$ cat src/rtl/swre_pkg.sv
// Shared constants and width functions for the sliding-window root energy block.
`default_nettype none

package swre_pkg;

	localparam int WINDOW_MAX_DEF  = 1024;
	localparam int SAMPLE_BITS_DEF = 16;
	localparam int CFG_W           = 11;
	localparam int WINDOW_RESET    = 32;
	localparam int FRAC_BITS       = 8;

	function automatic int sum_width(int sample_bits, int window_max);
		return 2 * sample_bits - 1 + $clog2(window_max);
	endfunction

	function automatic int root_width(int sample_bits, int window_max);
		return (sum_width(sample_bits, window_max) + 2 * FRAC_BITS + 1) / 2;
	endfunction

	function automatic int len_width(int window_max);
		return $clog2(window_max + 1);
	endfunction

	function automatic int ptr_width(int window_max);
		return (window_max > 1) ? $clog2(window_max) : 1;
	endfunction

endpackage

`default_nettype wire

$ cat src/rtl/swre_root.sv
// Digit-by-digit integer square root: two radicand bits in, one root bit out per cycle.
`default_nettype none

module swre_root import swre_pkg::*; #(
	parameter int ROOT_W = 29
) (
	input  logic                  clk,
	input  logic                  arst_n,
	input  logic                  start,
	input  logic [2*ROOT_W-1:0]   radicand,
	output logic                  busy,
	output logic [ROOT_W-1:0]     root
);

	localparam int RAD_W = 2 * ROOT_W;
	localparam int REM_W = ROOT_W + 2;
	localparam int CNT_W = $clog2(ROOT_W + 1);

	logic [RAD_W-1:0]  rad_q;
	logic [REM_W-1:0]  rem_q;
	logic [ROOT_W-1:0] root_q;
	logic [REM_W+1:0]  cat;
	logic [REM_W+1:0]  trial;
	logic              ge;
	logic [CNT_W-1:0]  cnt_q;
	logic              busy_q;

	assign cat   = {rem_q, rad_q[RAD_W-1 -: 2]};
	assign trial = (REM_W + 2)'({root_q, 2'b01});
	assign ge    = cat >= trial;

	always_ff @(posedge clk or negedge arst_n) begin
		if (!arst_n) begin
			busy_q <= 1'b0;
			cnt_q  <= '0;
		end else if (start) begin
			busy_q <= 1'b1;
			cnt_q  <= CNT_W'(ROOT_W - 1);
		end else if (busy_q) begin
			if (cnt_q == '0) begin
				busy_q <= 1'b0;
			end else begin
				cnt_q <= cnt_q - CNT_W'(1);
			end
		end
	end

	always_ff @(posedge clk) begin
		if (start) begin
			rad_q  <= radicand;
			rem_q  <= '0;
			root_q <= '0;
		end else if (busy_q) begin
			rad_q  <= {rad_q[RAD_W-3:0], 2'b00};
			rem_q  <= ge ? REM_W'(cat - trial) : REM_W'(cat);
			root_q <= {root_q[ROOT_W-2:0], ge};
		end
	end

	assign busy = busy_q;
	assign root = root_q;

endmodule

`default_nettype wire

$ cat config.mk
export PLATFORM = sky130hd
export DESIGN_NAME = swre_root
export DESIGN_NICKNAME = d
export VERILOG_FILES = /design/src/rtl/swre_pkg.sv /design/src/rtl/swre_root.sv
export SDC_FILE = /design/constraint.sdc
export NUM_CORES = 1
export LEC_CHECK = 0
export ABC_AREA = 1
export BUFFER_PORTS_ARGS = -buffer_cell sky130_fd_sc_hd__buf_2
export CELL_PAD_IN_SITES_DETAIL_PLACEMENT = 1
export CELL_PAD_IN_SITES_GLOBAL_PLACEMENT = 2
export CORE_ASPECT_RATIO = 1.1
export CORE_MARGIN = 2
export CORE_UTILIZATION = 36
export DETAILED_ROUTE_END_ITERATION = 12
export PLACE_DENSITY_LB_ADDON = 0.3
export SYNTH_ARGS = -nofsm -noshare
export SYNTH_HDL_FRONTEND = slang
export SYNTH_SLANG_ARGS = --single-unit
$ cat constraint.sdc
create_clock -name clk -period 4.2 [get_ports clk]
set_input_delay 0.63 -clock clk [delete_from_list [all_inputs] [get_ports clk]]
set_output_delay 0.63 -clock clk [all_outputs]
set_load 0.005 [all_outputs]
Word-level counts from Yosys, hierarchy flattened:

Index checks and enable logic that the tools add are counted.

* $add $sub $neg: 2
* $lt $le $gt $ge: 1
* equal/unequal tests: 1
* multiplexer cells: 9
* reductions and logical operators: 3

Operators with widths (count)
* 58-bit two-way mux: 2
* 33-bit by 31-bit greater-or-equal comparator with 1-bit output: 1
* 31-bit two-way mux: 1
* 31-bit subtractor: 1
* 5-bit two-way mux: 3
* 5-bit zero test: 1
* 5-bit by 1-bit subtractor with 5-bit output, second input constant: 1
* 1-bit two-way mux: 3
* 2-bit inequality test, second input constant: 1
* 2-bit AND reduction: 1
* 2-bit nonzero test: 1

* flip-flop bits (word level): 124
* input port bits: 61
* output and inout port bits: 30

Depth between registers and ports, before layout:

* word-level depth: 4
* gate-level depth with buffers: 17
* gate-level depth less buffers: 16

Least setup slack after synthesis:

Ideal clock, no wire load.

* path kind: input -> register
* start point: in start
* end point: reg rad_q[0], enable pin
* library setup time: 0.445 ns
* data arrival time: 2.719 ns
* slack: 1.036 ns
* stages: 4
* path through: buf_2 nor2_1 inv_1 clkbuf_1

* cells in the longest elaborated chain, start to end: 1

RTL lines
* from (decl): RTL line swre_root.sv:9 `input logic start,`
* 2-bit nonzero test (no source line)
* to (signal assigned): RTL line swre_root.sv:50 `rad_q <= radicand;`
* to (signal assigned): RTL line swre_root.sv:54 `rad_q <= {rad_q[RAD_W-3:0], 2'b00};`
* to (decl): RTL line swre_root.sv:19 `logic [RAD_W-1:0] rad_q;`

No other way between the ends.
A chain may end at the register's enable or synchronous reset.

Final worst setup path:

* start point: reg root_q[24], in the netlist root[24]
* end point: reg rem_q[30]

* cells in the longest elaborated chain, start to end: 2

RTL lines
* from (decl): RTL line swre_root.sv:21 `logic [ROOT_W-1:0] root_q;`
* from (signal assigned): RTL line swre_root.sv:56 `root_q <= {root_q[ROOT_W-2:0], ge};`
* 31-bit subtractor / 33-bit by 31-bit greater-or-equal comparator with 1-bit output (equally long branches): RTL line swre_root.sv:55, swre_root.sv:30
* 31-bit two-way mux *: RTL line swre_root.sv:55 `rem_q <= ge ? REM_W'(cat - trial) : REM_W'(cat);`
* to (signal assigned): RTL line swre_root.sv:55
* to (decl): RTL line swre_root.sv:20 `logic [REM_W-1:0] rem_q;`

Mark *: on every way between the ends. The rest lies on a longest branch, timed or not.

==> out/qor.csv <==
metric,value,unit
Num CTS Buffers,17,
row count,55,
post-layout minimum cycle time,2.771,ns
most frequent CP cell,nand2_1,
syn_area_per_cell,6.953,um^2
final-report hold violation count,0,
hold slack,0.01880,ns
number of DRC markers in iteration 0,260,
die width,141.6,um
fin nets,1257,
data arrival time of the critical path,3.08,ns
Worst-path clk slew,0.07,ns
Bufs and invs on worst path,1,
hold buffer count at CTS,0,
layout cells sized above 1,0.1386,
H-tree levels,4,
# DRC,0,
Min-Delay Path Class,primary input to async pin,
Layout fillers,2671,
Cells after Synth,1079,
largest net degree at the start of global routing,61,
r2r setup slk,1.43,ns
yosys warns,0,
crit start category,register,
Buffers on Ports,90,
first-pass GRT wire length,36.78,mm
worst vdd ir,0.0003323,V
die area,0.02201,mm^2
CP Class,register to register,
normalized max-slew margin,0.1997,
post-DP HPWL,16.55,mm
R2R cell count,12,
root buf cell,clkbuf_16,
post-CTS setup buffers,0,
Synth cell types,38,
syn_nets,1173,
gr usage total,0.2115,
core area,0.02051,mm^2
final wirelength,22.12,mm
fin. max-slew vios,0,
reg2reg start,root[24]$_SDFFE_PP0P_,
vias per cell,4.800,
CP Capture Type,register,
Finished Layout Cells,1432,
vias in the first global route,7295,
CTS Sinks,124,
CP required,4.51,ns
later-pin clock latency in the skew report,0.43,ns
clock skew,0.01227,ns
final instance area,0.008755,mm^2
"commonest non-fill, non-tap cell in the layout",nand2_1,
setup_tns,0,ns
Final period util,0.6599,
clock buffer depth,2,
sequential area share after synthesis,0.4123,
final setup fails,0,
Ports,91,
Final Util,0.4269,
CP max stage delay,0.47,ns
CP max FO,32,
Layout area overhead,16.69,%
DIE HEIGHT,155.4,um
leak pwr,4.681,nW
RSZ-0062 raised after global routing,no,
via count,6873,
most frequent cells in the layout,"nand2_1, inv_1, buf_2, nand3_1, dfxtp_1",
highest achievable clock rate,360.8,MHz
r2r endpoint,rem_q[30]$_SDFFE_PP0P_,
mapped cell area,0.007502,mm^2
Yosys reg bits,124,
Placement Setup Slack,1.435,ns
antenna-violating nets left,0,
drt wl/cell,15.45,um
CTS tree,built,
worst-margin pin slew,1.199,ns
Area after DPL,0.008168,mm^2
Final WS setup,1.429,ns
Crit path max-delay family,simple AND/OR/NAND/NOR gates,
global placer's final weighted congestion,0.7985,
Worst path slowest cell,nor2_4,
First-pass DRT Iterations,4,
Power Density,744.2,mW/mm^2
initial antenna violation count,0,
Max-Cap Viols,0,
worst-path cell chain,inv_1 > ha_1 > a21oi_1 > o21ai_0 > nand2_1 > nand3_2 > nor2_4 > nand2_8 > nand2_2 > nand2_1 > nand2_1 > nand2_1,
status,"complete, no violations",
post-CTS sizing,0,
final total power,6.515,mW
effective utilization at floorplan,0.3658,
Congestion Overflow GR,0,
diode count,0,
Placed Instances,1400,
routing by layer:
layer / track usage / wire length (um)
met4: 0.05762 / 314
met1: 0.2604 / 10060
met2: 0.3803 / 11010
met3: 0.03663 / 737
met5: 0 / 0
cells by family (layout without fill, tap and decap cells):
group                    count (synthesis)  after routing  share of synthesized area
AND/OR/NAND/NOR                        663            663                     0.3687
adder cells (fa/ha/maj)                 33             33                    0.05504
AO/OA/AOI/OAI                           68             68                    0.05420
buffers and inverters                  178            275                    0.09456
flip-flops                             124            124                     0.4123
XOR/XNOR                                13             13                    0.01518
registers in the layout (all words and copies together), names as in the netlist:
name / cells
root: 29
rad_q: 58
cnt_q: 5
busy: 1
rem_q: 31
synthesized netlist by cell type, drive strengths merged:
cell / number / share of area
buf: 12 / 0.011
xor2: 13 / 0.015
o21bai: 5 / 0.0055
a21o: 2 / 0.0020
edfxtp: 58 / 0.23
ha: 33 / 0.055
nand4: 8 / 0.0067
o21a: 1 / 0.0010
nand3: 65 / 0.045
dfxtp: 60 / 0.16
and2: 1 / 0.00083
nand2: 525 / 0.27
nor2: 46 / 0.028
dfrtp: 6 / 0.020
clkbuf: 20 / 0.011
clkinv: 1 / 0.00050
o22ai: 29 / 0.024
a21oi: 20 / 0.014
nor3b: 1 / 0.0010
nand3b: 14 / 0.016
o21ai: 10 / 0.0067
nor3: 3 / 0.0020
a211oi: 1 / 0.0010
inv: 145 / 0.073
how the worst max path moves through the flow:
stage | start | end | slack, ns | cells after the start
after detailed placement | start | cnt_q[4]$_DFFE_PN0P_ | 1.44 | 10
after global routing | root[24]$_SDFFE_PP0P_ | rem_q[30]$_SDFFE_PP0P_ | 1.19 | 12
after floorplan | start | rad_q[0]$_SDFFCE_PN0P_ | 1.04 | 4
after global placement | start | cnt_q[4]$_DFFE_PN0P_ | 1.47 | 10
final | root[24]$_SDFFE_PP0P_ | rem_q[30]$_SDFFE_PP0P_ | 1.43 | 12
after CTS | root[24]$_SDFFE_PP0P_ | rem_q[30]$_SDFFE_PP0P_ | 1.48 | 12
where the power goes:
| part | switching [mW] | internal [mW] | leakage [nW] |
|---|---|---|---|
| clock network | 0.655 | 0.855 | 0.286 |
| logic | 2.30 | 1.12 | 3.20 |
| registers | 0.129 | 1.46 | 1.19 |
| total | 3.08 | 3.44 | 4.68 |
area by class of cell:
class | instances | area [um^2] | share of cell area
Sequential cell | 124 | 3093 | 0.3533
Clock buffer | 18 | 439.2 | 0.05016
Multi-Input combinational cell | 777 | 3702 | 0.4229
Tap cell | 256 | 320.3 | 0.03659
Clock inverter | 14 | 147.6 | 0.01686
Timing Repair Buffer | 97 | 503.0 | 0.05745
Inverter | 146 | 549.3 | 0.06274
worst reg2reg max path: stages (launching register included):
cell and delay [ns]:
dfxtp_1 0.32, inv_1 0.07, ha_1 0.37, a21oi_1 0.28
o21ai_0 0.23, nand2_1 0.13, nand3_2 0.10, nor2_4 0.47
nand2_8 0.25, nand2_2 0.23, nand2_1 0.08, nand2_1 0.07
nand2_1 0.05
(Power assumes the default switching activity.)
