<file path="src/rtl/swre_pkg.sv">
// Shared constants and width functions for the sliding-window root energy block.
`default_nettype none

package swre_pkg;

	localparam int WINDOW_MAX_DEF  = 1024;
	localparam int SAMPLE_BITS_DEF = 16;
	localparam int CFG_W           = 11;
	localparam int WINDOW_RESET    = 32;
	localparam int FRAC_BITS       = 8;

	function automatic int sum_width(int sample_bits, int window_max);
		return 2 * sample_bits - 1 + $clog2(window_max);
	endfunction

	function automatic int root_width(int sample_bits, int window_max);
		return (sum_width(sample_bits, window_max) + 2 * FRAC_BITS + 1) / 2;
	endfunction

	function automatic int len_width(int window_max);
		return $clog2(window_max + 1);
	endfunction

	function automatic int ptr_width(int window_max);
		return (window_max > 1) ? $clog2(window_max) : 1;
	endfunction

endpackage

`default_nettype wire

</file>
<file path="src/rtl/swre_square.sv">
// Bit-serial squarer: one multiplier bit per cycle, shift-add on the upper half.
`default_nettype none

module swre_square import swre_pkg::*; #(
	parameter int SAMPLE_BITS = SAMPLE_BITS_DEF
) (
	input  logic                          clk,
	input  logic                          arst_n,
	input  logic                          start,
	input  logic signed [SAMPLE_BITS-1:0] operand,
	output logic                          busy,
	output logic [2*SAMPLE_BITS-2:0]      square
);

	localparam int SB    = SAMPLE_BITS;
	localparam int CNT_W = $clog2(SB + 1);

	logic [SB-1:0]    mag;
	logic [SB-1:0]    mcand_q;
	logic [2*SB-1:0]  acc_q;
	logic [SB:0]      part_sum;
	logic [CNT_W-1:0] cnt_q;
	logic             busy_q;

	assign mag      = operand[SB-1] ? SB'(-operand) : SB'(operand);
	assign part_sum = {1'b0, acc_q[2*SB-1:SB]} + (acc_q[0] ? {1'b0, mcand_q} : '0);

	always_ff @(posedge clk or negedge arst_n) begin
		if (!arst_n) begin
			busy_q <= 1'b0;
			cnt_q  <= '0;
		end else if (start) begin
			busy_q <= 1'b1;
			cnt_q  <= CNT_W'(SB - 1);
		end else if (busy_q) begin
			if (cnt_q == '0) begin
				busy_q <= 1'b0;
			end else begin
				cnt_q <= cnt_q - CNT_W'(1);
			end
		end
	end

	always_ff @(posedge clk) begin
		if (start) begin
			mcand_q <= mag;
			acc_q   <= {{SB{1'b0}}, mag};
		end else if (busy_q) begin
			acc_q <= {part_sum, acc_q[SB-1:1]};
		end
	end

	assign busy   = busy_q;
	assign square = acc_q[2*SB-2:0];

endmodule

`default_nettype wire

</file>
<file path="config.mk">
export PLATFORM = sky130hd
export DESIGN_NAME = swre_square
export DESIGN_NICKNAME = d
export VERILOG_FILES = /design/src/rtl/swre_pkg.sv /design/src/rtl/swre_square.sv
export SDC_FILE = /design/constraint.sdc
export NUM_CORES = 1
export LEC_CHECK = 0
export ABC_CLOCK_PERIOD_IN_PS = 7200
export BUFFER_PORTS_ARGS = -buffer_cell sky130_fd_sc_hd__buf_2
export CORE_ASPECT_RATIO = 0.7
export CORE_UTILIZATION = 30
export CTS_BUF_LIST = sky130_fd_sc_hd__clkbuf_4 sky130_fd_sc_hd__clkbuf_8
export DETAILED_ROUTE_END_ITERATION = 6
export PLACE_DENSITY = 0.48
export SETUP_SLACK_MARGIN = 0.4
export SKIP_CTS_REPAIR_TIMING = 1
export SLEW_MARGIN = 0
export SYNTH_ARGS = -nofsm -noshare
export SYNTH_HDL_FRONTEND = slang
export SYNTH_SLANG_ARGS = --single-unit
</file>
<file path="constraint.sdc">
create_clock -name clk -period 7.2 [get_ports clk]
set_input_delay 0.72 -clock clk [delete_from_list [all_inputs] [get_ports clk]]
set_output_delay 0.72 -clock clk [all_outputs]
set_load 0.02 [all_outputs]
</file>
## Word-level counts from Yosys, hierarchy flattened

Index checks and enable logic that the tools add are counted.
Widths: inputs -> output; s select.

| word-level totals | value |
|---|---|
| bits in registers | 54 |
| word-level logic and storage cells | 22 |

| cells by class | value |
|---|---|
| $add $sub $neg | 3 |
| equality and inequality tests | 1 |
| muxes and demuxes | 10 |
| reduce and logical (&&, ||, !) cells | 3 |

Operator list:

| kind | number |
|---|---|
| $mux 16 | 4 |
| $add 16x16->17 | 1 |
| $neg 16->16 | 1 |
| $mux 5 | 3 |
| $logic_not 5->1 | 1 |
| $sub 5x1->5 const B | 1 |
| $mux 1 | 3 |
| $ne 2x2->1 const B | 1 |
| $reduce_and 2->1 | 1 |
| $reduce_bool 2->1 | 1 |

## Longest topological paths before layout

Gate-level depths: netlist of run 1.

| depth | value |
|---|---|
| depth in word-level cells | 4 |
| depth in mapped cells | 9 |
| mapped depth without buffers | 8 |

## Worst setup path before layout of run 1

Ideal clock, no wire load.

| timing | value |
|---|---|
| path type | reg2reg |
| from | register acc_q[0] |
| to | register acc_q[27] |
| arrival time | 2.678 ns |
| path slack | 4.405 ns |
| cell stages (with the launch flop) | 10 |
| buffers on the path | 1 |
| period minus slack after synthesis | 2.795 ns |
| path through | edfxtp_1 clkbuf_1 and2_1 ha_1 fa_1 a21o_1 a221oi_1 nor3_1 or3_1 a32o_1 |

| on the way | value |
|---|---|
| longest elaborated chain between the ends | 2 |

RTL lines:

| item | RTL line | RTL |
|---|---|---|
| start, declared | swre_square.sv:20 | `logic [2*SB-1:0] acc_q;` |
| start signal, assigned | swre_square.sv:47 | `acc_q <= {{SB{1'b0}}, mag};` |
| start signal, assigned | swre_square.sv:49 | `acc_q <= {part_sum, acc_q[SB-1:1]};` |
| $mux 16 | swre_square.sv:26 | `assign part_sum = {1'b0, acc_q[2*SB-1:SB]} + (acc_q[0] ? {1'b0, mcand_q} : '0);` |
| $add 16x16->17 | swre_square.sv:26 |  |

No other way between the ends.
A chain may end at the register's enable or synchronous reset.

## Worst setup path after layout of run 1

Same ends and word-level chain as after synthesis.

==> results of run 1 <==
-- logic make-up (layout without fill, tap and decap cells) --
kind of cell,Yosys count,after routing,synth area share
adders and majority gates,20,20,0.0758
and+or+nand+nor,96,96,0.146
xor gates and xnor gates,23,23,0.0592
DFF,54,54,0.421
AOI/OAI and AO/OA,73,73,0.142
muxes,21,21,0.0688
buffers and inverters,48,67,0.0872
-- metrics by stage --
step | hold slack (ns) | utilization | total power, mW | instances
global placement | 0.486 | 0.326 | 0.737 | 499
floorplan | 0.424 | - | 0.686 | 335
CTS | 0.197 | 0.336 | 0.952 | 507
finish | 0.206 | 0.336 | 0.940 | 507
global route | 0.194 | 0.336 | 1.00 | 507
detailed placement | 0.485 | 0.326 | 0.740 | 499
-- state kept, by name, indices dropped and copies added (netlist names) --
register,flops
acc_q,32
busy,1
cnt_q,5
mcand_q,16
-- worst max-delay path, cell delays in order (launching register included) --
cell	delay (ns)
edfxtp_1	0.55
and2_1	0.20
ha_1	0.22
fa_1	0.43
a21o_1	0.22
a221oi_1	0.67
nor3_1	0.18
or3_1	0.34
a32o_1	0.24
-- path summary, 6_finish.rpt --
kind	start	endpoint	cells after the start
max	acc_q[0]	acc_q[27]	8
min	arst_n	cnt_q[2]	1
max reg2reg	acc_q[0]	acc_q[27]	8
min reg2reg	acc_q[25]	acc_q[25]	2
max in group asynchronous	arst_n	cnt_q[3]	1
min in group clk	acc_q[25]	acc_q[25]	2
-- metal layers --
metal	part of all wire	routed length [um]
met1	0.53	3960
met2	0.39	2960
met3	0.074	557
met4	0.0062	47
met5	0	0
-- layout make-up --
type,instances,area share
multi-input cells,233,0.452
flip-flops and latches,54,0.387
repair buffers,52,0.0717
well taps,153,0.0517
clock buffers,5,0.0186
clock inverters,3,0.0115
inverters,7,0.00710
-- report_power, final --
part | leakage, nW | switching (mW) | internal [mW]
logic | 0.957 | 0.190 | 0.126
clock network | 0.0562 | 0.105 | 0.104
registers | 0.522 | 0.0342 | 0.380
total | 1.53 | 0.330 | 0.610
-- cells in the final DEF (no fill, tap or decap), types with 3 or more instances in the layout --
cell / count
o41ai_1: 3
nand4_1: 3
nand2b_1: 5
nor4_1: 6
mux2i_1: 5
or3_1: 3
inv_1: 7
nor3_1: 4
clkbuf_8: 5
xnor2_1: 21
dfxtp_1: 16
a21oi_1: 15
o21ai_0: 21
mux2_2: 15
buf_2: 50
a21o_1: 5
o21a_1: 3
dfrtp_1: 6
nand3_1: 3
edfxtp_1: 32
and2_1: 17
o21bai_1: 3
and3_1: 3
ha_1: 19
o211ai_1: 4
o31ai_1: 3
a311oi_1: 3
nand2_1: 26
nor2_1: 19
==> qor.csv, run 1 <==
metric,value,unit
worst_slack,4.02,ns
wire_per_inst,14.8,um
final_design_area_no_fill,0.00370,mm^2
synth-edff-count,32,
synth_area_per_cell,10.2,um^2
gp_congestion,0.851,
finalCriticalPeriod,3.18,ns
async_flop_share,0.111,
via_per_inst,4.81,
die_w,129,um
synth.most_common_cell,edfxtp_1,
dp_hpwl,5830,um
path_class,reg2reg,
met2_usage,0.186,
cts_buffers,5,
synthCells,335,
dieArea,0.0118,mm^2
cts.clk_slew.worst_paths,0.10,ns
synth_seq_cells,54,
grt_max_degree,51,
outcome,"finished, final reports clean",
p_leak,1.53,nW
area_delta_synth_final,8.75,%
antenna_found_initial,0,
cp_data_arrival_time,3.39,ns
rows,32,
timing.fmax,315,MHz
syn-cell-area,0.00340,mm^2
clockBufferDepth,2,
multi_input_area,0.00167,mm^2
grt_pass1_vias,2386,
cp_max_fo,17,
fin_tns_setup,0,ns
die_y,91.1,um
period_share,0.441,
finalSetupViolCount,0,
peakVddDrop,0.0908,mV
antennaDiodeCount,0,
antenna_left,0,
max_slew_margin,0.481,
ys_seq_area_frac,0.421,
grtUsageTotal,0.135,
cts_tree,yes,
placed_cell_area,0.00359,mm^2
slew_violations,0,
power_density,254,mW/mm^2
endpoint_kind,flop,
yosysWarnings,0,
finClkSkew,0.00602,ns
synth_common_cells,"32 x edfxtp_1, 31 x buf_4, 26 x nand2_1, 21 x o21ai_0, 21 x xnor2_1",
yosys-top-cells-area,"edfxtp_1 28%, dfxtp_1 9.4%, ha_1 7.0%",
met3_usage,0.0424,
crit_required,7.41,ns
fill_cells,1139,
drc,0,
finalWirelength,7530,um
cts.sinks,54,
rsz0062_at_grt,false,
io_buffers,50,
worst_slew_pin_slew,0.779,ns
nets,392,
drt_iter0_markers,111,
io_pins,51,
insertion_delay,0.31,ns
first_pass_iters,4,
initial_core_util,0.309,
drive_gt1_frac,0.220,
grtUsageMet1,0.201,
synth_cell_type_count,46,
grt_remaining_overflow,0,
synth_fp_nets,374,
grt_pass1_wl,12300,um
synth_area_leader_cell,edfxtp_1,
num_vias,2440,
grt_busiest_layer,met1,
hold_viol,0,
design.core.area,0.0110,mm^2
synth.top_cell.area_share,0.282,
ys.flop_type,edfxtp_1,
final-seq-area,0.00143,mm^2
critPathLaunchType,flop,
hold_path.class,in2async,
cts-root-buf,clkbuf_8,
drv_cap,0,
dp_slack,4.08,ns
htree_num_levels,2,
reg2reg_setup_slack,4.02,ns
Power figures use the tool's default switching activity.
==> run 2: changes to the inputs <==
ABC_CLOCK_PERIOD_IN_PS = 2700   (was 7200)
PLACE_DENSITY = 0.5   (was 0.48)
clock period = 2.7 ns   (was 7.2 ns; I/O delays follow)
==> run 2 against run 1 <==
Compared with the run above: register-to-register slack lost 3.7 ns; sequential cell count stayed put; core utilization is 1.3 points higher; critical endpoint unchanged; largest power group unchanged.
==> qor.csv, run 2 (synthesis results as in run 1) <==
metric,value,unit,change
timing.fmax,419,MHz,was 315 MHz
layoutNonFillerInstCount,513,,was 507
r2r_start,acc_q[0],,unchanged
dp_hpwl,5980,um,was 5830 um
final_design_area_no_fill,0.00384,mm^2,was 0.00370 mm^2
path_delay_family,compound AO/OA/AOI/OAI gates,,unchanged
p_leak,1.55,nW,was 1.53 nW
cts_tree,yes,,unchanged
power_frac_seq,0.436,,was 0.440
cp_slowest_cell,edfxtp_1,,was a221oi_1
wire_per_inst,15.2,um,was 14.8 um
hold_path_depth,1,,
io_buffers,50,,unchanged
grt_remaining_overflow,0,,unchanged
slew_violations,0,,unchanged
antennaDiodeCount,0,,unchanged
cp_data_arrival_time,2.62,ns,was 3.39 ns
dp.cells,500,,was 499
via_per_inst,4.84,,was 4.81
max_slew_margin,0.537,,was 0.481
peakVddDrop,0.216,mV,was 0.0908 mV
cts_buffers,5,,unchanged
path_cells,and2_1 > ha_2 > fa_2 > a21o_1 > a221oi_4 > nor3_2 > or3_1 > a32o_1,,was and2_1 > ha_1 > fa_1 > a21o_1 > a221oi_1 > nor3_1 > or3_1 > a32o_1
design.core.area,0.0110,mm^2,unchanged
reg2reg_setup_slack,0.31,ns,was 4.02 ns
p_clk_frac,0.198,,was 0.223
finClkSkew,0.0118,ns,was 0.00602 ns
area_delta_synth_final,13.0,%,was 8.75%
cts.clk_slew.worst_paths,0.11,ns,was 0.10 ns
hold_viol,0,,unchanged
layout_common_cells,"50 x buf_2, 32 x edfxtp_1, 26 x nand2_1",,unchanged
crit_start,acc_q[0],,unchanged
final_common_cell,buf_2,,unchanged
htree_num_levels,2,,unchanged
finalSetupViolCount,0,,unchanged
period_share,0.884,,was 0.441
finalWirelength,7800,um,was 7530 um
drv_cap,0,,unchanged
nets,398,,was 392
fin_tns_setup,0,ns,unchanged
hold_path.class,in2reg,,was in2async
grt_pass1_vias,2312,,was 2386
grtUsageTotal,0.137,,was 0.135
worst_slack,0.313,ns,was 4.02 ns
endpoint_kind,flop,,unchanged
critPathLaunchType,flop,,unchanged
clockBufferDepth,2,,unchanged
insertion_delay,0.33,ns,was 0.31 ns
largest_reg_flops,32,,unchanged
dp_slack,0.226,ns,was 4.08 ns
drive_gt1_frac,0.281,,was 0.220
power_density,663,mW/mm^2,was 254 mW/mm^2
antenna_left,0,,unchanged
reg2reg_depth,8,,unchanged
initial_core_util,0.309,,unchanged
outcome,"finished, final reports clean",,unchanged
drt_iter0_markers,201,,was 111
worst-path-buf-inv,0,,unchanged
placed_cell_area,0.00362,mm^2,was 0.00359 mm^2
num_vias,2483,,was 2440
io_pins,51,,unchanged
max_stage_delay,0.43,ns,was 0.67 ns
regMostFlops,acc_q,,unchanged
rows,32,,unchanged
internal-power,1.62,mW,was 610 uW
hp-start,operand[0],,
gp_congestion,0.933,,was 0.851
first_pass_iters,4,,unchanged
drc,0,,unchanged
cp_max_fo,5,,was 17
grt_pass1_wl,12300,um,about the same
total_power,2.55,mW,was 940 uW
rr_endpoint,acc_q[27],,unchanged
cts-root-buf,clkbuf_8,,unchanged
antenna_found_initial,0,,unchanged
grt_max_degree,50,,was 51
sw_frac_of_total,0.366,,was 0.351
crit_required,2.93,ns,was 7.41 ns
min_to,mcand_q[0],,
reg_top3,"acc_q: 32 flops, mcand_q: 16 flops, cnt_q: 5 flops",,unchanged
finalCriticalPeriod,2.39,ns,was 3.18 ns
rsz0062_at_grt,true,,was false
cts.sinks,54,,unchanged
power_switching,935,uW,was 330 uW
path_class,reg2reg,,unchanged
worst_slew_pin_slew,0.694,ns,was 0.779 ns
power_frac_comb,0.365,,was 0.337
dieArea,0.0118,mm^2,unchanged
die_w,129,um,unchanged
die_y,91.1,um,unchanged
-- run 2: cell count changes in the layout (fill, tap and decap cells not counted), moves of 3 or more --
cell and delta:
ha_4 +3, a21oi_2 +3, ha_2 +5, a21oi_1 -3, ha_1 -8, o21ai_1 +3, o21ai_0 -4, buf_4 +5
-- run 2: final cells by class --
class	count	area (um^2)
clock inverter	2	16.3
timing repair buffer	58	313
multi-input combinational	233	1780
tap	153	191
inverter	7	26.3
fill	1148	7170
sequential	54	1430
clock buffer	6	82.6
-- run 2: worst max-delay path by stage --
stage,endpoint,slack [ns],depth (start not counted)
detailed placement,acc_q[27],0.23,8
floorplan,acc_q[27],0.21,9
finish,acc_q[27],0.31,8
global route,acc_q[30],0.18,8
CTS,acc_q[27],0.23,8
global placement,acc_q[28],0.27,8
-- run 2: power groups by stage --
stage / sequential (mW) / clock, mW / combinational, mW
floorplan: 1.09 / 0 / 0.756
global placement: 1.13 / 0 / 0.861
detailed placement: 1.13 / 0 / 0.862
CTS: 1.11 / 0.533 / 0.867
global route: 1.13 / 0.557 / 1.03
finish: 1.11 / 0.506 / 0.932
-- run 2: per-stage QoR --
stage                util  hold slack (ns)
CTS                 0.338           -0.263
floorplan               -          -0.0256
finish              0.349            0.196
global placement    0.329            0.109
global route        0.349            0.177
detailed placement  0.329            0.110
-- run 2: per-layer routing --
layer,global-route usage,share of wire
met1,0.205,0.54
met2,0.177,0.38
met3,0.0577,0.073
met4,0.0294,0.0059
met5,0,0
