## src/rtl/swre_pkg.sv

```systemverilog
// Shared constants and width functions for the sliding-window root energy block.
`default_nettype none

package swre_pkg;

	localparam int WINDOW_MAX_DEF  = 1024;
	localparam int SAMPLE_BITS_DEF = 16;
	localparam int CFG_W           = 11;
	localparam int WINDOW_RESET    = 32;
	localparam int FRAC_BITS       = 8;

	function automatic int sum_width(int sample_bits, int window_max);
		return 2 * sample_bits - 1 + $clog2(window_max);
	endfunction

	function automatic int root_width(int sample_bits, int window_max);
		return (sum_width(sample_bits, window_max) + 2 * FRAC_BITS + 1) / 2;
	endfunction

	function automatic int len_width(int window_max);
		return $clog2(window_max + 1);
	endfunction

	function automatic int ptr_width(int window_max);
		return (window_max > 1) ? $clog2(window_max) : 1;
	endfunction

endpackage

`default_nettype wire

```

## src/rtl/swre_divide.sv

```systemverilog
// Restoring divider: one quotient bit per cycle.
`default_nettype none

module swre_divide import swre_pkg::*; #(
	parameter int DIVIDEND_W = 29,
	parameter int DIVISOR_W  = 11
) (
	input  logic                  clk,
	input  logic                  arst_n,
	input  logic                  start,
	input  logic [DIVIDEND_W-1:0] dividend,
	input  logic [DIVISOR_W-1:0]  divisor,
	output logic                  busy,
	output logic [DIVIDEND_W-1:0] quotient
);

	localparam int CNT_W = $clog2(DIVIDEND_W + 1);

	logic [DIVIDEND_W-1:0] quo_q;
	logic [DIVISOR_W-1:0]  den_q;
	logic [DIVISOR_W-1:0]  rem_q;
	logic [DIVISOR_W:0]    cat;
	logic                  ge;
	logic [CNT_W-1:0]      cnt_q;
	logic                  busy_q;

	assign cat = {rem_q, quo_q[DIVIDEND_W-1]};
	assign ge  = cat >= {1'b0, den_q};

	always_ff @(posedge clk or negedge arst_n) begin
		if (!arst_n) begin
			busy_q <= 1'b0;
			cnt_q  <= '0;
		end else if (start) begin
			busy_q <= 1'b1;
			cnt_q  <= CNT_W'(DIVIDEND_W - 1);
		end else if (busy_q) begin
			if (cnt_q == '0) begin
				busy_q <= 1'b0;
			end else begin
				cnt_q <= cnt_q - CNT_W'(1);
			end
		end
	end

	always_ff @(posedge clk) begin
		if (start) begin
			quo_q <= dividend;
			den_q <= divisor;
			rem_q <= '0;
		end else if (busy_q) begin
			rem_q <= ge ? DIVISOR_W'(cat - {1'b0, den_q}) : DIVISOR_W'(cat);
			quo_q <= {quo_q[DIVIDEND_W-2:0], ge};
		end
	end

	assign busy     = busy_q;
	assign quotient = quo_q;

endmodule

`default_nettype wire

```

## config.mk

```make
export PLATFORM = sky130hd
export DESIGN_NAME = swre_divide
export DESIGN_NICKNAME = d
export VERILOG_FILES = /design/src/rtl/swre_pkg.sv /design/src/rtl/swre_divide.sv
export SDC_FILE = /design/constraint.sdc
export NUM_CORES = 1
export LEC_CHECK = 0
export BUFFER_PORTS_ARGS = -buffer_cell sky130_fd_sc_hd__buf_2
export CORE_UTILIZATION = 53
export DETAILED_ROUTE_END_ITERATION = 10
export PLACE_DENSITY = 0.81
export SKIP_CTS_REPAIR_TIMING = 1
export SYNTH_ARGS = -nofsm -noshare
export SYNTH_HDL_FRONTEND = slang
export SYNTH_SLANG_ARGS = --single-unit
export TNS_END_PERCENT = 100
```

## constraint.sdc

```tcl
create_clock -name clk -period 2.4 [get_ports clk]
set_input_delay 0.12 -clock clk [delete_from_list [all_inputs] [get_ports clk]]
set_output_delay 0.12 -clock clk [all_outputs]
set_load 0.005 [all_outputs]
```

# [Word-level counts from Yosys, hierarchy flattened]
# Index checks and enable logic that the tools add are counted.
[word_totals] register_bits=57 latch_bits=0 ram_bits=0 rom_bits=0 input_bits=43 out_inout_bits=30 wordCells=21 mem_count=0
[classes] addsub=2 mul=0 div=0 n_lt_le_gt_ge=1 n_eq_ne=1 shifts=0 muxes=9 bitwise=0 reduce_logical=3
[op_table] cell="29-bit 2-to-1 mux" n=2
[op_table] cell="5-bit 2-to-1 mux" n=3
[op_table] cell="12-bit by 11-bit greater-or-equal comparator with 1-bit output" n=1
[op_table] cell="11-bit 2-to-1 mux" n=1
[op_table] cell="11-bit subtractor" n=1
[op_table] cell="5-bit logical NOT" n=1
[op_table] cell="5-bit by 1-bit subtractor with 5-bit output, second input constant" n=1
[op_table] cell="1-bit 2-to-1 mux" n=3
[op_table] cell="2-bit != test, second input constant" n=1
[op_table] cell="2-bit AND reduction" n=1
[op_table] cell="2-bit nonzero test" n=1

# [Depth between registers and ports, before layout]
# Gate-level depths: netlist of the first run.
[logic_depth] ltp_word=4 ltp_mapped=10 mapped_depth_nobuf=9

# [Least setup slack after synthesis of the first run]
# OpenSTA, ideal clock, no wires.
[synth_path] path_type="register to register" startpoint="reg quo_q[28], in the netlist quotient[28]" endpoint="reg rem_q[0]" setup_ns=0.079 t_arrival_ns=2.132 path_slack_ns=0.189 stages_incl_launch_ff=10 path_buffers=0 period_less_slack_ns=2.211 path_cell_list="edfxtp_1 inv_1 ha_1 fa_1 nor2b_1 o31a_1 o21ai_2 o21ai_4 mux2_4 a211oi_2"
[synth_between] elab_chain_cells=2 word_cells_on_any_way=3 classes_between="add/sub (1); order compare (1); mux (1)"
[synth_lines] element="start, declared" line="swre_divide.sv:19" rtl="logic [DIVIDEND_W-1:0] quo_q;"
[synth_lines] element="start signal, assigned" line="swre_divide.sv:48" rtl="quo_q <= dividend;"
[synth_lines] element="start signal, assigned" line="swre_divide.sv:53" rtl="quo_q <= {quo_q[DIVIDEND_W-2:0], ge};"
[synth_lines] element="11-bit subtractor or 12-bit by 11-bit greater-or-equal comparator with 1-bit output (tied branches)" line="swre_divide.sv:52, swre_divide.sv:28"
[synth_lines] element="11-bit 2-to-1 mux *" line="swre_divide.sv:52" rtl="rem_q <= ge ? DIVISOR_W'(cat - {1'b0, den_q}) : DIVISOR_W'(cat);"
[synth_lines] element="end signal, assigned" line="swre_divide.sv:52"
[synth_lines] element="end, declared" line="swre_divide.sv:21" rtl="logic [DIVISOR_W-1:0] rem_q;"
# Every way passes the cells marked *; elsewhere a longest branch is shown, timed or not.
# A chain may end at the register's enable or synchronous reset.

# [Worst setup path in the final report of the first run]
[layout_path] startpoint="reg den_q[0]" endpoint="reg rem_q[2]"
[layout_between] elab_chain_cells=2 word_cells_on_any_way=3 classes_between="add/sub (1); order compare (1); mux (1)"
[layout_lines] element="start, declared" line="swre_divide.sv:20" rtl="logic [DIVISOR_W-1:0] den_q;"
[layout_lines] element="start signal, assigned" line="swre_divide.sv:49" rtl="den_q <= divisor;"
[layout_lines] element="11-bit subtractor or 12-bit by 11-bit greater-or-equal comparator with 1-bit output (tied branches)" line="swre_divide.sv:52, swre_divide.sv:28"
[layout_lines] element="11-bit 2-to-1 mux *" line="swre_divide.sv:52"
# Marks and branches as above.

==> metrics.cfg, run 1 <==
[status]
status=finished, final reports clean

[floorplanning]
fp.dieW_um=77.1
io_pins=73
std_cell_rows=26
die-area_sq_um=5950
core_area_sq_um=5270
start_util_pct=56.8
die_h_um=77.1

[timing]
min_period_over_period_pct=96.8
setup_ws_ns=0.0772
fmax_ghz=0.431
fin_crit_ns=2.32
worst_pin_slew_ns=0.700
relSlewSlack_pct=53.3
setup_viol=0
report.final.hold_viol_count=0
skew_ns=0.0126
maxSlewViolCount=0

[grt]
track_usage_pct=21.3
grt_pass1_vias=2136
grt.overflow.total=0
grt_max_degree=38
antenna_found_initial=0
grt_pass1_wl_um=9770

[yosys]
ys_ff_latch=57
ys_seq_area_share_pct=52.5
yosysTopAreaCell=edfxtp_1
synth.top_cell.area_share_pct=40.2
ys_types=52
synth_ff_type=edfxtp_1
yosysWarnings=0
synthArstFlopShare_pct=10.5
synth_area_leaders=edfxtp_1 40%, mux2_2 11%, dfxtp_1 7.4%
syn_nets=296
avgSynthCellArea_sq_um=12.5
synth-edff-count=40
ys_top_cells_by_count=40 x edfxtp_1, 29 x mux2_2, 19 x nor2_1
yosysMostFrequentCell=edfxtp_1
syn_area_sq_um=2990
postSynthCellCount=239

[clocking]
clock_latency_ns=0.33
cts_max_path_buffers=2
cts-root-buf=clkbuf_8
cts_tree=done
cts_buffers=9
htreeDepth=3
clk_pin_slew_ns=0.07
clkSinkCount=57

[cells_and_area]
stdcell_count=409
diodes=0
fin_util_pct=72.8
layout.nets=391
syn2layout_area_growth_pct=28.3
drive_above_1_share_pct=41.9

[detailed_routing]
vias=2178
wl_um=6240
first_iter_violations=115
detail_route.wl_per_cell_um=15.2
route.detailed.drc=0
antenna_left=0
dr.pass1.iters=4
vias_per_cell=5.33

[flow_run]
drv_cap=0

[power]
max-vdd-ir-drop_uv=530
p_per_area_nw_per_um2=909
leakagePower_nw=1.64

[placement]
place.gp.congestion=0.860
dp_hpwl_um=4300
port_buffers=72
place_ws_ns=0.0330
place_inst=377

[setup_path]
worst_r2r_path_depth=9
critical_path_class=reg2reg
crit-reg2reg-launch=den_q[0]
timing.critical_path.buf_inv=1
crit_arrival_ns=2.52
critPathMaxFanout=7
path_common_cell=o21ai_4
cpLargestDelayFamily=compound AO/OA/AOI/OAI gates
cp_slowest_cell=edfxtp_1
cp-startpoint=den_q[0]
critical_path_depth=9
worst_path_largest_cell_delay_ns=0.43
path_cells=ha_4, fa_2, nor2b_2, o31a_1, o21ai_4, o21ai_4, buf_6, mux2i_1, a211oi_1
crit_path_end_kind=register
cp-start-kind=register
cp.required_ns=2.60

[min_path]
hold_path.class=in2reg
worstHoldPathCells=2
worstHoldStart=dividend[27]

[sequential cells by signal (all words and copies together), names as in the netlist]
register  cells
den_q        11
quotient     29
busy          1
rem_q        11
cnt_q         5
[per-layer routing]
metal  GRT usage [%]  vias to the layer above  wire [um]
li1                -                     1071          -
met1            25.8                     1030       2670
met2            34.8                       69       3130
met3            7.62                        8        355
met4            7.55                        0         74
met5               0                        -          0
[worst register-to-register path: cells and delay by family (launching register included)]
| kind | cells | cell delay, ns |
|---|---|---|
| muxes | 1 | 0.21 |
| DFF | 1 | 0.43 |
| buffers and inverters | 1 | 0.18 |
| adders and majority gates | 2 | 0.55 |
| and+or+nand+nor | 1 | 0.14 |
| AOI/OAI and AO/OA | 4 | 0.67 |
[where the power goes]
group | switching, mW | internal [mW] | total (mW)
combinational | 0.614 | 0.644 | 1.26
clock | 0.381 | 0.504 | 0.885
sequential | 0.120 | 1.22 | 1.34
[through the flow]
| stage | area (sq um) | hold slack [ns] | TNS [ns] | total power [mW] |
|---|---|---|---|---|
| after floorplan | 2990 | -0.176 | 0 | 2.20 |
| after global placement | 3440 | -0.0547 | 0 | 2.44 |
| after detailed placement | 3440 | -0.0514 | 0 | 2.49 |
| after CTS | 3640 | -0.412 | -0.00324 | 3.38 |
| after global routing | 3840 | 0.0696 | -0.0176 | 3.68 |
| final | 3840 | 0.0814 | 0 | 3.49 |
[cell type report]
cell class	count	area [sq um]
well taps	70	87.6
multi-input cells	155	1340
fillers	351	1430
clock buffers	11	141
repair buffers	94	576
inverters	17	63.8
clock inverters	5	55.1
flip-flops and latches	57	1570
[worst paths after layout]
check / end / slack (ns)
worst max register to register: rem_q[2] / 0.08
max in group asynchronous: cnt_q[3] / 2.13
worst max-delay path: rem_q[2] / 0.08
worst min register to register: rem_q[2] / 0.52
worst min-delay path: quotient[27] / 0.08
min in group asynchronous: cnt_q[0] / 0.13
[placed cells by master (no fill, tap or decap), types with 2 or more instances in the layout]
cell	count
o21a_1	2
dlygate4sd3_1	12
xnor2_1	8
dfrtp_1	6
nor3_1	3
o31ai_1	2
o21ai_0	4
a211oi_1	6
o21ai_4	2
o31a_1	2
buf_2	72
a21oi_1	6
o211ai_1	4
clkbuf_8	10
nor2_1	19
mux2i_1	5
edfxtp_1	40
ha_1	12
clkinv_2	2
buf_6	2
a211oi_2	2
nor4bb_1	3
mux2_2	29
inv_1	16
nand2_1	7
o21ai_1	3
buf_4	7
nand2b_1	8
clkinvlp_4	2
o22ai_1	2
dfxtp_1	11
[logic make-up (layout without fill, tap and decap cells)]
| family | Yosys count | after routing | synth area share, % |
|---|---|---|---|
| adder cells (fa/ha/maj) | 14 | 14 | 6.11 |
| buffers and inverters | 27 | 127 | 4.01 |
| XOR/XNOR | 9 | 9 | 2.64 |
| AND/OR/NAND/NOR | 56 | 56 | 10.6 |
| AO/OA/AOI/OAI | 40 | 40 | 10.7 |
| multiplexers | 36 | 36 | 13.4 |
| flip-flops | 57 | 57 | 52.5 |
No activity file was read; power rests on OpenSTA's default activity.
==> run 2: changes to the inputs <==
Settings changed: CTS_BUF_LIST from default to sky130_fd_sc_hd__clkbuf_8 sky130_fd_sc_hd__clkbuf_16.
==> run 2 against run 1 <==
Count of clock-buffer cells in the layout decreased by 1. Global-route usage unchanged. Final cell count unchanged. Combinational power about the same. Register-to-register slack about the same. Setup slack got worse by 0.0019 ns. Power about the same. Critical path type unchanged. Largest power group unchanged.
==> metrics.cfg, run 2 (same netlist as run 1, synthesis figures left out) <==
[status]
status=finished, final reports clean

[clocking]
cts_tree=done
cts-root-buf=clkbuf_8
clock_latency_ns=0.34
clk_pin_slew_ns=0.07
cts_buffers=9
htreeDepth=3
clkSinkCount=57
cts_max_path_buffers=2

[detailed_routing]
wl_um=6240
antenna_left=0
dr.pass1.iters=4
first_iter_violations=110
vias=2190
route.detailed.drc=0
detail_route.wl_per_cell_um=15.3
vias_per_cell=5.35

[cells_and_area]
multi_input_area_sq_um=1340
n_fill_cell=351
syn2layout_area_growth_pct=28.3
largest_register_ffs=29
mostFrequentLayoutCell=buf_2
drive_above_1_share_pct=41.9
diodes=0
final-seq-area_sq_um=1570
layout_common_cells=72 x buf_2, 40 x edfxtp_1, 29 x mux2_2
layout.nets=391
fin_util_pct=72.8

[setup_path]
crit_path_end_kind=register
critPathMaxFanout=7
cp-start-kind=register
crit-reg2reg-launch=den_q[0]
rr_endpoint=rem_q[2]
worst_r2r_path_depth=9
cp.required_ns=2.60
crit_arrival_ns=2.53
r2r_slack_ns=0.08
critical_path_class=reg2reg
cp-startpoint=den_q[0]

[timing]
setup_viol=0
fin_crit_ns=2.32
worst_pin_slew_ns=0.700
fmax_ghz=0.430
relSlewSlack_pct=53.3
skew_ns=0.0124
min_period_over_period_pct=96.9
report.final.hold_viol_count=0
setup_tns_ns=0
maxSlewViolCount=0

[grt]
antenna_found_initial=0
grt_pass1_vias=2136
track_usage_pct=21.3
grt_use_met1_pct=25.8
grt_busiest_layer=met2
grt_max_degree=38
grt.overflow.total=0
grt_pass1_wl_um=9770
grtUsageMet2_pct=34.8
use_met3_pct=7.62

[power]
internal_power_mw=2.37
leakagePower_nw=1.64
pwr-share-clk_pct=25.4
pwr-share-seq_pct=38.5
switching_share_pct=32.1
power.switching_mw=1.12
max-vdd-ir-drop_uv=533
combPwrFrac_pct=36.1
p_per_area_nw_per_um2=909

[floorplanning]
io_pins=73
std_cell_rows=26
die-area_sq_um=5950
fp.dieW_um=77.1
start_util_pct=56.8
core_area_sq_um=5270
die_h_um=77.1

[min_path]
hold_path.class=in2reg
hold_end=quotient[27]
worstHoldStart=dividend[27]
worstHoldPathCells=2

[flow_run]
drv_cap=0

[placement]
dp_hpwl_um=4300
place.gp.congestion=0.860
port_buffers=72

==> run 2: worst max-delay path by stage <==
stage | end | slack, ns | cells after the start
finish | rem_q[2] | 0.08 | 9
global placement | rem_q[7] | 0.1 | 10
detailed placement | rem_q[7] | 0.03 | 10
floorplan | rem_q[0] | 0.19 | 9
global route | rem_q[0] | -0.01 | 8
CTS | rem_q[7] | -0.003 | 10
==> run 2: cell type report <==
cell class | instances | share of cell area, %
clock buffer | 10 | 3.59
clock inverter | 6 | 1.53
inverter | 17 | 1.66
multi-input combinational | 155 | 35.0
sequential | 57 | 41.0
tap | 70 | 2.28
timing repair buffer | 94 | 15.0
==> run 2: power groups by stage <==
stage,sequential [mW],combinational [mW],clock [mW]
global placement,1.35,1.09,0
CTS,1.34,1.14,0.890
finish,1.34,1.26,0.885
global route,1.37,1.37,0.940
floorplan,1.33,0.870,0
detailed placement,1.35,1.14,0
==> run 2: critical path, stage by stage, from the launching register on <==
cell      delay (ns)
edfxtp_1        0.43
ha_4            0.19
fa_2            0.36
nor2b_2         0.14
o31a_1          0.21
o21ai_4         0.10
o21ai_4         0.27
buf_6           0.18
mux2i_1         0.21
a211oi_1        0.09
==> run 2: layer usage <==
metal	part of all wire [%]	wire, um
met4	1.5	93
met1	43	2690
met2	50	3120
met3	5.3	331
met5	0	0
==> run 2: stage by stage <==
step / hold WS (ns) / setup WS, ns / std cells / power (mW) / area (sq um)
finish: 0.0784 / 0.0754 / 409 / 3.49 / 3840
global route: 0.0696 / -0.0150 / 409 / 3.68 / 3840
CTS: -0.412 / -0.00324 / 393 / 3.37 / 3640
detailed placement: -0.0514 / 0.0330 / 377 / 2.49 / 3440
global placement: -0.0547 / 0.0983 / 377 / 2.44 / 3440
floorplan: -0.176 / 0.189 / 239 / 2.20 / 2990
==> run 3: changes to the inputs <==
Settings changed: CORE_ASPECT_RATIO from default to 1.5.
==> run 3 against run 2 <==
Final cell count is 1.2% higher. Fmax up 1.0%. First-iteration DRC count is 4.5% lower. Count of clock-buffer cells in the layout down 1. Clock skew is 0.0041 ns lower. Clock power down 14%. Routed wire length is 1.4% higher. Utilization is 2.8 points lower. Cell area down 0.59%. Highest routed layer unchanged. Largest power group unchanged.
==> metrics.cfg, run 3 (same netlist as run 1, synthesis figures left out) <==
[status]
status=finished, final reports clean

[timing]
skew_ns=0.00834
fin_crit_ns=2.30
fmax_ghz=0.435
worst_pin_slew_ns=0.685
maxSlewViolCount=0
rsz0062_at_grt=yes
setup_tns_ns=0
setup_viol=0
report.final.hold_viol_count=0
min_period_over_period_pct=95.9
relSlewSlack_pct=54.3

[cells_and_area]
stdcell_count=414
mostFrequentLayoutCell=buf_2
drive_above_1_share_pct=42.2
final-seq-area_sq_um=1570
diodes=0
syn2layout_area_growth_pct=27.5
n_fill_cell=408
fin_util_pct=70.0
largest_register_ffs=29
multi_input_area_sq_um=1330
final_area_sq_um=3810
layout_common_cells=72 x buf_2, 40 x edfxtp_1, 29 x mux2_2
layout.nets=396

[floorplanning]
die-area_sq_um=5960
fp.dieW_um=63.3
core_area_sq_um=5450
std_cell_rows=33
io_pins=73
start_util_pct=54.9
die_h_um=94.0

[grt]
grt_max_degree=39
antenna_found_initial=0
track_usage_pct=22.4
grt_pass1_vias=2204
grt.overflow.total=0
grt_pass1_wl_um=10000

[clocking]
cts_buffers=9
clk_pin_slew_ns=0.07
clock_latency_ns=0.34
cts_max_path_buffers=2
clkSinkCount=57
htreeDepth=3
cts-root-buf=clkbuf_8
cts_tree=done

[placement]
place_inst=383
dp_hpwl_um=4500
dpl-instance-area_sq_um=3470
port_buffers=72
place.gp.congestion=0.858

[setup_path]
worst_r2r_path_depth=10
cp-start-kind=register
critPathMaxFanout=8
timing.critical_path.buf_inv=2
crit_path_end_kind=register
cp.required_ns=2.65
critical_path_class=reg2reg
r2r_slack_ns=0.1
worst_path_largest_cell_delay_ns=0.36
cpLargestDelayFamily=compound AO/OA/AOI/OAI gates
crit_arrival_ns=2.55
rr_endpoint=rem_q[4]
path_cells=inv_1, ha_2, fa_2, nor2b_2, o31a_1, o21ai_2, o21ai_4, buf_6, mux2i_1, a211oi_1
crit-reg2reg-launch=quotient[28]
cp_slowest_cell=fa_2

[min_path]
hold_end=quotient[20]
worstHoldStart=dividend[20]
worstHoldPathCells=2
hold_path.class=in2reg

[detailed_routing]
antenna_left=0
route.detailed.drc=0
first_iter_violations=105
vias_per_cell=5.39
wl_um=6330
vias=2232
detail_route.wl_per_cell_um=15.3
dr.pass1.iters=4

[power]
leakagePower_nw=1.66
total_power_mw=3.37
p_per_area_nw_per_um2=884
max-vdd-ir-drop_uv=480

[flow_run]
drv_cap=0

==> run 3: worst max path at each step <==
| stage | from | endpoint | cells after the start |
|---|---|---|---|
| after CTS | quotient[28] | rem_q[4] | 10 |
| after global routing | quotient[28] | rem_q[9] | 10 |
| after global placement | quotient[28] | rem_q[10] | 10 |
| final | quotient[28] | rem_q[4] | 10 |
| after detailed placement | quotient[28] | rem_q[4] | 10 |
| after floorplan | quotient[28] | rem_q[0] | 9 |
==> run 3: where the power goes <==
| group | internal [mW] | switching, mW |
|---|---|---|
| clock | 0.362 | 0.396 |
| combinational | 0.653 | 0.633 |
| sequential | 1.22 | 0.106 |
==> run 3: metal layers <==
layer | GRT usage [%] | up-vias | share of wire, % | wire length (um)
li1 | - | 1077 | - | -
met1 | 23.5 | 1073 | 39 | 2460
met2 | 39.4 | 64 | 54 | 3410
met3 | 6.55 | 18 | 4.4 | 277
met4 | 12.5 | 0 | 2.8 | 180
met5 | 0 | - | 0 | 0
==> run 3: area by class of cell <==
| class | count | share of cell area [%] |
|---|---|---|
| Clock inverter | 7 | 1.02 |
| Clock buffer | 9 | 3.25 |
| Tap cell | 70 | 2.30 |
| Timing Repair Buffer | 99 | 15.7 |
| Multi-Input combinational cell | 155 | 34.8 |
| Sequential cell | 57 | 41.2 |
| Inverter | 17 | 1.67 |
==> run 3: stage by stage <==
step | hold WS (ns) | worst slack (ns)
after floorplan | -0.176 | 0.189
after global placement | -0.0484 | 0.124
after detailed placement | -0.0491 | 0.0166
after CTS | -0.419 | -0.0182
after global routing | 0.0613 | -0.0406
final | 0.0773 | 0.0990
